===== src/cmse_pkg.sv =====
package cmse_pkg;

  // input request fields
  typedef struct packed {
    logic [7:0]         cap_byte;
    logic               first;
    logic               final_req;
    logic signed [15:0] col_value;
    logic signed [15:0] line_value;
  } in_item_t;

  // result request fields
  typedef struct packed {
    logic [7:0] out_byte;
    logic       has_byte;
    logic       item_last;
    logic       string_done;
    logic       error;
  } out_item_t;

  // controller to datapath
  typedef struct packed {
    logic take;
    logic dig_emit;
  } ctl_cmd_t;

  // datapath to controller
  typedef struct packed {
    logic dec_go;
    logic dig_last;
  } dp_sts_t;

  // escape modes
  localparam logic [1:0] MODE_NONE = 2'd0;
  localparam logic [1:0] MODE_PCT  = 2'd1;
  localparam logic [1:0] MODE_PLUS = 2'd2;
  localparam logic [1:0] MODE_HALT = 2'd3;

  // characters
  localparam logic [7:0] CH_NUL  = 8'h00;
  localparam logic [7:0] CH_PCT  = 8'h25;
  localparam logic [7:0] CH_PLUS = 8'h2b;
  localparam logic [7:0] CH_ZERO = 8'h30;
  localparam logic [7:0] CH_D    = 8'h64;
  localparam logic [7:0] CH_I    = 8'h69;

  localparam logic signed [16:0] VALUE_MAX = 17'sd65535;

  // multiples of each decimal weight, by digit position
  localparam logic [16:0] DEC_MULT [0:4][0:9] = '{
    '{17'd0, 17'd1, 17'd2, 17'd3, 17'd4, 17'd5, 17'd6, 17'd7, 17'd8, 17'd9},
    '{17'd0, 17'd10, 17'd20, 17'd30, 17'd40, 17'd50, 17'd60, 17'd70, 17'd80, 17'd90},
    '{17'd0, 17'd100, 17'd200, 17'd300, 17'd400, 17'd500, 17'd600, 17'd700, 17'd800,
      17'd900},
    '{17'd0, 17'd1000, 17'd2000, 17'd3000, 17'd4000, 17'd5000, 17'd6000, 17'd7000,
      17'd8000, 17'd9000},
    '{17'd0, 17'd10000, 17'd20000, 17'd30000, 17'd40000, 17'd50000, 17'd60000,
      17'd70000, 17'd80000, 17'd90000}
  };

  // saturating increment
  function automatic logic signed [16:0] bump(input logic signed [16:0] v);
    bump = (v >= VALUE_MAX) ? VALUE_MAX : v + 17'sd1;
  endfunction

endpackage


===== src/cmse_ctl.sv =====
module cmse_ctl (
  input  logic               clk,
  input  logic               rst_n,
  input  logic               in_valid,
  output logic               in_stall,
  output logic               out_valid,
  input  logic               out_stall,
  input  cmse_pkg::dp_sts_t  sts,
  output cmse_pkg::ctl_cmd_t cmd
);

  localparam logic ST_IDLE  = 1'b0;
  localparam logic ST_DIGIT = 1'b1;

  logic state_r, state_nxt;
  logic out_valid_r, out_valid_nxt;
  logic slot_free;

  // output register can take a new request this cycle
  assign slot_free = !out_valid_r || !out_stall;

  // command decode and next state
  always_comb begin
    state_nxt    = state_r;
    cmd.take     = 1'b0;
    cmd.dig_emit = 1'b0;
    in_stall     = 1'b1;
    case (state_r)
      ST_IDLE: begin
        in_stall = !slot_free;
        cmd.take = in_valid && slot_free;
        if (cmd.take && sts.dec_go) begin
          state_nxt = ST_DIGIT;
        end
      end
      ST_DIGIT: begin
        cmd.dig_emit = slot_free;
        if (slot_free && sts.dig_last) begin
          state_nxt = ST_IDLE;
        end
      end
      default: begin
        state_nxt = ST_IDLE;
      end
    endcase
  end

  // output valid flag
  always_comb begin
    if ((cmd.take && !sts.dec_go) || cmd.dig_emit) begin
      out_valid_nxt = 1'b1;
    end else if (out_stall) begin
      out_valid_nxt = out_valid_r;
    end else begin
      out_valid_nxt = 1'b0;
    end
  end

  always_ff @(posedge clk) begin
    if (!rst_n) begin
      state_r     <= ST_IDLE;
      out_valid_r <= 1'b0;
    end else begin
      state_r     <= state_nxt;
      out_valid_r <= out_valid_nxt;
    end
  end

  assign out_valid = out_valid_r;

endmodule


===== src/cmse_dp.sv =====
module cmse_dp #(
  parameter int MAX_OUT = 63
) (
  input  logic                clk,
  input  logic                rst_n,
  input  cmse_pkg::ctl_cmd_t  cmd,
  output cmse_pkg::dp_sts_t   sts,
  input  cmse_pkg::in_item_t  in_data,
  output cmse_pkg::out_item_t out_data
);

  localparam int CW = $clog2(MAX_OUT + 1);

  logic [1:0]         mode_r;
  logic signed [16:0] cur_r;
  logic signed [16:0] oth_r;
  logic [CW-1:0]      cnt_r;
  logic               failed_r;

  logic [15:0]         dval_r;
  logic [2:0]          dpos_r;
  logic                fin_r;
  cmse_pkg::out_item_t out_r;

  // effective state after a string start
  logic [1:0]         mode_e;
  logic signed [16:0] cur_e;
  logic signed [16:0] oth_e;
  logic [CW-1:0]      cnt_e;
  logic               fail_e;
  logic               room;

  logic [1:0]         mode_nxt;
  logic signed [16:0] cur_nxt;
  logic signed [16:0] oth_nxt;
  logic               fail_nxt;
  logic               emit;
  logic [7:0]         byte_v;
  logic               dec_go;

  logic [15:0] dec_u;
  logic [2:0]  dec_pos;
  logic [3:0]  dig;
  logic [16:0] dig_sub;

  always_comb begin
    if (in_data.first) begin
      mode_e = cmse_pkg::MODE_NONE;
      cur_e  = {in_data.line_value[15], in_data.line_value};
      oth_e  = {in_data.col_value[15], in_data.col_value};
      cnt_e  = '0;
      fail_e = 1'b0;
    end else begin
      mode_e = mode_r;
      cur_e  = cur_r;
      oth_e  = oth_r;
      cnt_e  = cnt_r;
      fail_e = failed_r;
    end
  end

  assign room = cnt_e < CW'(MAX_OUT);

  // escape decode for one capability byte
  always_comb begin
    mode_nxt = mode_e;
    cur_nxt  = cur_e;
    oth_nxt  = oth_e;
    fail_nxt = fail_e;
    emit     = 1'b0;
    byte_v   = '0;
    dec_go   = 1'b0;
    case (mode_e)
      cmse_pkg::MODE_NONE: begin
        if (!room || in_data.cap_byte == cmse_pkg::CH_NUL) begin
          mode_nxt = cmse_pkg::MODE_HALT;
        end else if (in_data.cap_byte == cmse_pkg::CH_PCT) begin
          mode_nxt = cmse_pkg::MODE_PCT;
        end else begin
          emit   = 1'b1;
          byte_v = in_data.cap_byte;
        end
      end
      cmse_pkg::MODE_PCT: begin
        mode_nxt = cmse_pkg::MODE_NONE;
        case (in_data.cap_byte)
          cmse_pkg::CH_D: begin
            cur_nxt = oth_e;
            dec_go  = room;
          end
          cmse_pkg::CH_I: begin
            oth_nxt = cmse_pkg::bump(oth_e);
            cur_nxt = cmse_pkg::bump(cur_e);
          end
          cmse_pkg::CH_PLUS: begin
            mode_nxt = cmse_pkg::MODE_PLUS;
          end
          cmse_pkg::CH_PCT: begin
            emit   = room;
            byte_v = cmse_pkg::CH_PCT;
          end
          default: begin
            fail_nxt = 1'b1;
            mode_nxt = cmse_pkg::MODE_HALT;
          end
        endcase
      end
      cmse_pkg::MODE_PLUS: begin
        if (in_data.cap_byte == cmse_pkg::CH_NUL) begin
          fail_nxt = 1'b1;
          mode_nxt = cmse_pkg::MODE_HALT;
        end else begin
          emit     = room;
          byte_v   = in_data.cap_byte + cur_e[7:0];
          cur_nxt  = oth_e;
          mode_nxt = cmse_pkg::MODE_NONE;
        end
      end
      default: begin
      end
    endcase
    // end of string
    if (in_data.final_req) begin
      if (mode_nxt == cmse_pkg::MODE_PCT || mode_nxt == cmse_pkg::MODE_PLUS) begin
        fail_nxt = 1'b1;
      end
      mode_nxt = cmse_pkg::MODE_HALT;
    end
  end

  // decimal start: clamp and leading digit position
  always_comb begin
    dec_u = cur_e[16] ? 16'd0 : cur_e[15:0];
    if (dec_u >= 16'd10000) begin
      dec_pos = 3'd4;
    end else if (dec_u >= 16'd1000) begin
      dec_pos = 3'd3;
    end else if (dec_u >= 16'd100) begin
      dec_pos = 3'd2;
    end else if (dec_u >= 16'd10) begin
      dec_pos = 3'd1;
    end else begin
      dec_pos = 3'd0;
    end
  end

  // one decimal digit from the remaining value
  always_comb begin
    dig = '0;
    for (int k = 1; k < 10; k++) begin
      if ({1'b0, dval_r} >= cmse_pkg::DEC_MULT[dpos_r][k]) begin
        dig = 4'(k);
      end
    end
    dig_sub = cmse_pkg::DEC_MULT[dpos_r][dig];
  end

  assign sts.dec_go   = dec_go;
  assign sts.dig_last = (dpos_r == 3'd0) || (cnt_r >= CW'(MAX_OUT - 1));

  // string state
  always_ff @(posedge clk) begin
    if (!rst_n) begin
      mode_r   <= cmse_pkg::MODE_NONE;
      cur_r    <= '0;
      oth_r    <= '0;
      cnt_r    <= '0;
      failed_r <= 1'b0;
    end else if (cmd.take) begin
      mode_r   <= mode_nxt;
      cur_r    <= cur_nxt;
      oth_r    <= oth_nxt;
      cnt_r    <= cnt_e + CW'(emit);
      failed_r <= fail_nxt;
    end else if (cmd.dig_emit) begin
      cnt_r <= cnt_r + CW'(1);
    end
  end

  // digit registers and result payload; an empty result carries a zero byte
  always_ff @(posedge clk) begin
    if (cmd.take) begin
      dval_r <= dec_u;
      dpos_r <= dec_pos;
      fin_r  <= in_data.final_req;
      if (!dec_go) begin
        out_r.out_byte    <= emit ? byte_v : 8'd0;
        out_r.has_byte    <= emit;
        out_r.item_last   <= 1'b1;
        out_r.string_done <= in_data.final_req;
        out_r.error       <= fail_nxt;
      end
    end else if (cmd.dig_emit) begin
      dval_r            <= dval_r - dig_sub[15:0];
      dpos_r            <= dpos_r - 3'd1;
      out_r.out_byte    <= cmse_pkg::CH_ZERO + {4'd0, dig};
      out_r.has_byte    <= 1'b1;
      out_r.item_last   <= sts.dig_last;
      out_r.string_done <= sts.dig_last && fin_r;
      out_r.error       <= failed_r;
    end
  end

  assign out_data = out_r;

endmodule


===== src/cursor_motion_string_expander.sv =====
// channel  | valid     | stall     | payload
// ---------+-----------+-----------+--------------------------
// input    | in_valid  | in_stall  | in_data  (cmse_pkg::in_item_t)
// result   | out_valid | out_stall | out_data (cmse_pkg::out_item_t)
//
// plain bytes and escape bytes other than %d give one result each
// a %d gives one result for each of the n decimal digits that still fit (at most
// five; an empty result when the output is already full), one digit a cycle while
// the output is not stalled, from the digit extraction step in the datapath
// reset is synchronous; no memory, so no clearing pass
// a result waits in the output register while out_stall is high; the input
// stalls while that register is held or digits are still being produced
module cursor_motion_string_expander #(
  parameter int MAX_OUT = 63
) (
  input  logic                clk,
  input  logic                rst_n,
  input  logic                in_valid,
  output logic                in_stall,
  input  cmse_pkg::in_item_t  in_data,
  output logic                out_valid,
  input  logic                out_stall,
  output cmse_pkg::out_item_t out_data
);

  cmse_pkg::ctl_cmd_t cmd;
  cmse_pkg::dp_sts_t  sts;

  // sequencing and handshake
  cmse_ctl u_ctl (
    .clk       (clk),
    .rst_n     (rst_n),
    .in_valid  (in_valid),
    .in_stall  (in_stall),
    .out_valid (out_valid),
    .out_stall (out_stall),
    .sts       (sts),
    .cmd       (cmd)
  );

  // escape decode, value state and digit generation
  cmse_dp #(
    .MAX_OUT (MAX_OUT)
  ) u_dp (
    .clk      (clk),
    .rst_n    (rst_n),
    .cmd      (cmd),
    .sts      (sts),
    .in_data  (in_data),
    .out_data (out_data)
  );

endmodule


===== config.mk =====
export PLATFORM = sky130hd
export DESIGN_NAME = cursor_motion_string_expander
export DESIGN_NICKNAME = d
export VERILOG_FILES = /design/src/cmse_pkg.sv /design/src/cmse_ctl.sv /design/src/cmse_dp.sv /design/src/cursor_motion_string_expander.sv
export SDC_FILE = /design/constraint.sdc
export NUM_CORES = 1
export LEC_CHECK = 0
export ABC_AREA = 1
export BUFFER_PORTS_ARGS = -buffer_cell sky130_fd_sc_hd__buf_2
export CORE_MARGIN = 8
export CORE_UTILIZATION = 60
export DETAILED_ROUTE_END_ITERATION = 6
export GPL_TIMING_DRIVEN = 1
export PLACE_DENSITY = 0.79
export SLEW_MARGIN = 20
export SYNTH_ARGS = -nofsm -noshare
export SYNTH_HDL_FRONTEND = slang
export SYNTH_SLANG_ARGS = --single-unit

===== constraint.sdc =====
create_clock -name clk -period 10 [get_ports clk]
set_clock_uncertainty 0.15 [all_clocks]
set_input_delay 1 -clock clk [delete_from_list [all_inputs] [get_ports clk]]
set_output_delay 1 -clock clk [all_outputs]
set_load 0.05 [all_outputs]

==> impl_metrics.py <==
metrics = {
    "placed_design": {
        "postPlaceCellArea_um2": 10500,
        "pre_cts_ws_ns": 3.12,
        "place.gp.congestion": 1.00,
        "hpwl_um": 26000,
        "io_buffer_count": 59,
    },
    "power": {
        "leakagePower_uw": 0.00530,
        "p_total_uw": 3350,
        "powerDensity_nw_per_um2": 309,
        "peakVddDrop_v": 0.000170,
    },
    "clock_tree": {
        "cts-root-buf": "clkbuf_16",
        "cts_hold_buf": 0,
        "ctsResizeCount": 0,
        "post_cts_buffers": 0,
        "htreeDepth": 3,
        "insertion_delay_ns": 0.36,
        "clock_sinks": 77,
        "clockBufferDepth": 2,
        "clk_pin_slew_ns": 0.07,
        "cts-buffers-inserted": 9,
        "cts_tree": "done",
    },
    "setup_path": {
        "max_stage_delay_ns": 0.75,
        "cp_num_buf_inv": 3,
        "crit_slowest_cell": "inv_1",
        "crit_family": "simple AND/OR/NAND/NOR gates",
        "critical_path_class": "reg -> reg",
        "arrival_ns": 7.01,
        "critPathMaxFanout": 22,
        "cp.required_ns": 9.92,
        "timing.critical_path.mode_cell": "nand2_1",
        "end_kind": "flip-flop",
        "ff2ff_path_depth": 28,
        "startpoint_type": "flip-flop",
        "worst-path-stages": 28,
    },
    "finish": {
        "final_cell_mix": "376 x nand2_1, 207 x inv_1, 153 x nor2_1, 120 x nand3_1, 117 x a21oi_1",
        "nets": 1806,
        "mostFrequentLayoutCell": "nand2_1",
        "multi_input_area_um2": 7210,
        "ff_latch_area_um2": 1860,
        "drive_above_1_share_pct": 9.84,
        "antenna_cells": 0,
        "final_area_um2": 10900,
        "area_growth_pct": 6.81,
        "nFillCells": 1599,
    },
    "sta": {
        "relSlewSlack_pct": 38.8,
        "maxSlewViolCount": 0,
        "final.min_clock_period_ns": 7.09,
        "worst_slew_pin_slew_ns": 0.917,
        "hold_viol_final": 0,
        "setup_viol": 0,
        "fin_crit_sh_pct": 70.9,
        "rsz0062_at_grt": "false",
        "setup_slack_ns": 2.91,
        "clock.fmax_mhz": 141,
        "holdWs_ns": 0.315,
        "tns_ns": 0,
    },
    "global_route": {
        "antenna_found_initial": 0,
        "grt_pass1_vias": 10778,
        "grt_use_total_pct": 31.0,
        "grt.overflow.total": 0,
        "grt_pass1_wl_um": 54600,
        "grt_max_degree": 71,
    },
    "detailed_routing": {
        "wl_um": 33800,
        "viasPerCell": 6.04,
        "drt_iter0_markers": 1206,
        "first_pass_iters": 6,
        "ant_nets": 0,
        "drc": 0,
        "routed-via-count": 11274,
        "wl_per_cell_um": 18.1,
    },
    "yosys": {
        "avgSynthCellArea_um2": 6.30,
        "synth_top_area_cell": "ha_1",
        "synthArstFlopShare_pct": 0,
        "synth-main-ff-cell": "dfxtp_1",
        "syn_area_um2": 10200,
        "ys_ff_latch": 77,
        "yosysTopAreaCellShare_pct": 14.3,
        "synth_warnings": 0,
        "yosysSeqAreaShare_pct": 18.3,
        "ys_types": 65,
        "ys_top_cells_by_area": "ha_1 14%, nand2_1 14%, edfxtp_1 9.5%, dfxtp_1 8.9%, inv_1 7.6%",
        "synth_edf_count": 32,
        "syn_inst": 1612,
        "synth_nets": 1776,
    },
    "run_status": {
        "status": "finished, final reports clean",
    },
    "floorplanning": {
        "die_h_um": 146,
        "io_pins": 60,
        "start_util_pct": 61.3,
        "core_area_um2": 16600,
        "dieWidth_um": 146,
        "rows": 47,
        "dieArea_um2": 21400,
    },
    "flow_run": {
        "drv_cap": 0,
    },
    "hold_path": {
        "hp-class": "reg -> reg",
        "whs_path_depth": 2,
    },
}
-- power by group --
part / internal, uW / switching [uW]
Combinational: 826 / 1610
Sequential: 426 / 121
Clock: 218 / 146
Total: 1470 / 1880
-- worst paths after layout --
| check | slack (ns) | to | startpoint |
|---|---|---|---|
| setup reg to reg | 2.91 | u_dp.dval_r[12] | u_dp.dpos_r[2] |
| hold / removal | 0.31 | u_dp.cur_r[12] | u_dp.cur_r[12] |
| hold reg to reg | 0.31 | u_dp.cur_r[12] | u_dp.cur_r[12] |
| setup / recovery | 2.91 | u_dp.dval_r[12] | u_dp.dpos_r[2] |
-- routing by layer --
layer / GRT usage, % / share of wire, % / up-vias
met5: 0 / 0 / -
met4: 19.2 / 5.8 / 0
met3: 4.02 / 8.2 / 127
met2: 52.5 / 47 / 583
met1: 36.7 / 39 / 5055
li1: - / - / 5509
-- kinds of logic after synthesis --
| kind of cell | Yosys count | synth area share [%] |
|---|---|---|
| simple gates | 765 | 33.1 |
| compound gates | 347 | 20.0 |
| buf+inv | 271 | 10.8 |
| fa+ha+maj | 118 | 14.7 |
| flops | 77 | 18.3 |
| xor+xnor | 30 | 2.66 |
| mux | 4 | 0.431 |
-- through the flow --
step                utilization (%)  std cells
floorplan                         -       1612
global placement               63.5       1851
detailed placement             63.5       1851
CTS                            65.4       1867
global route                   65.4       1867
finish                         65.4       1867
-- layout make-up --
class,instances,share of cell area [%]
flip-flops and latches,77,17.2
multi-input cells,1264,66.4
repair buffers,66,3.20
inverters,224,7.75
clock inverters,6,0.807
clock buffers,10,2.11
well taps,220,2.54
-- sequential cells by signal, summed over array words and instances, names as in the netlist --
register,flops
u_dp.cur_r,17
u_dp.dpos_r,3
u_dp.cnt_r,6
u_dp.fin_r,1
u_dp.mode_r,2
u_dp.out_data,12
u_dp.dval_r,16
u_dp.oth_r,17
u_dp.failed_r,1
u_ctl.out_valid,1
u_ctl.state_r,1
-- Yosys cell counts, drive strengths merged, types with 3 or more instances --
| master | instances |
|---|---|
| nor2 | 163 |
| xor2 | 24 |
| ha | 116 |
| inv | 220 |
| a22oi | 6 |
| nand3b | 3 |
| a211o | 3 |
| clkbuf | 23 |
| o211ai | 10 |
| edfxtp | 32 |
| or2 | 20 |
| o22ai | 13 |
| nand3 | 122 |
| o21a | 3 |
| mux2i | 4 |
| nand4 | 32 |
| a221oi | 8 |
| a31oi | 10 |
| a21o | 4 |
| a21oi | 131 |
| o21ai | 132 |
| buf | 24 |
| clkinv | 4 |
| xnor2 | 6 |
| nand2 | 390 |
| o21bai | 3 |
| nor4 | 7 |
| nor3 | 24 |
| a211oi | 3 |
| dfxtp | 45 |
| o221ai | 6 |
| o31ai | 7 |
-- tightest hold or removal path, cell delays in order, from the launching register on --
cell and delay, ns:
dfxtp_1 0.31, nand2_1 0.06, a21oi_1 0.05
Power figures use the tool's default switching activity.
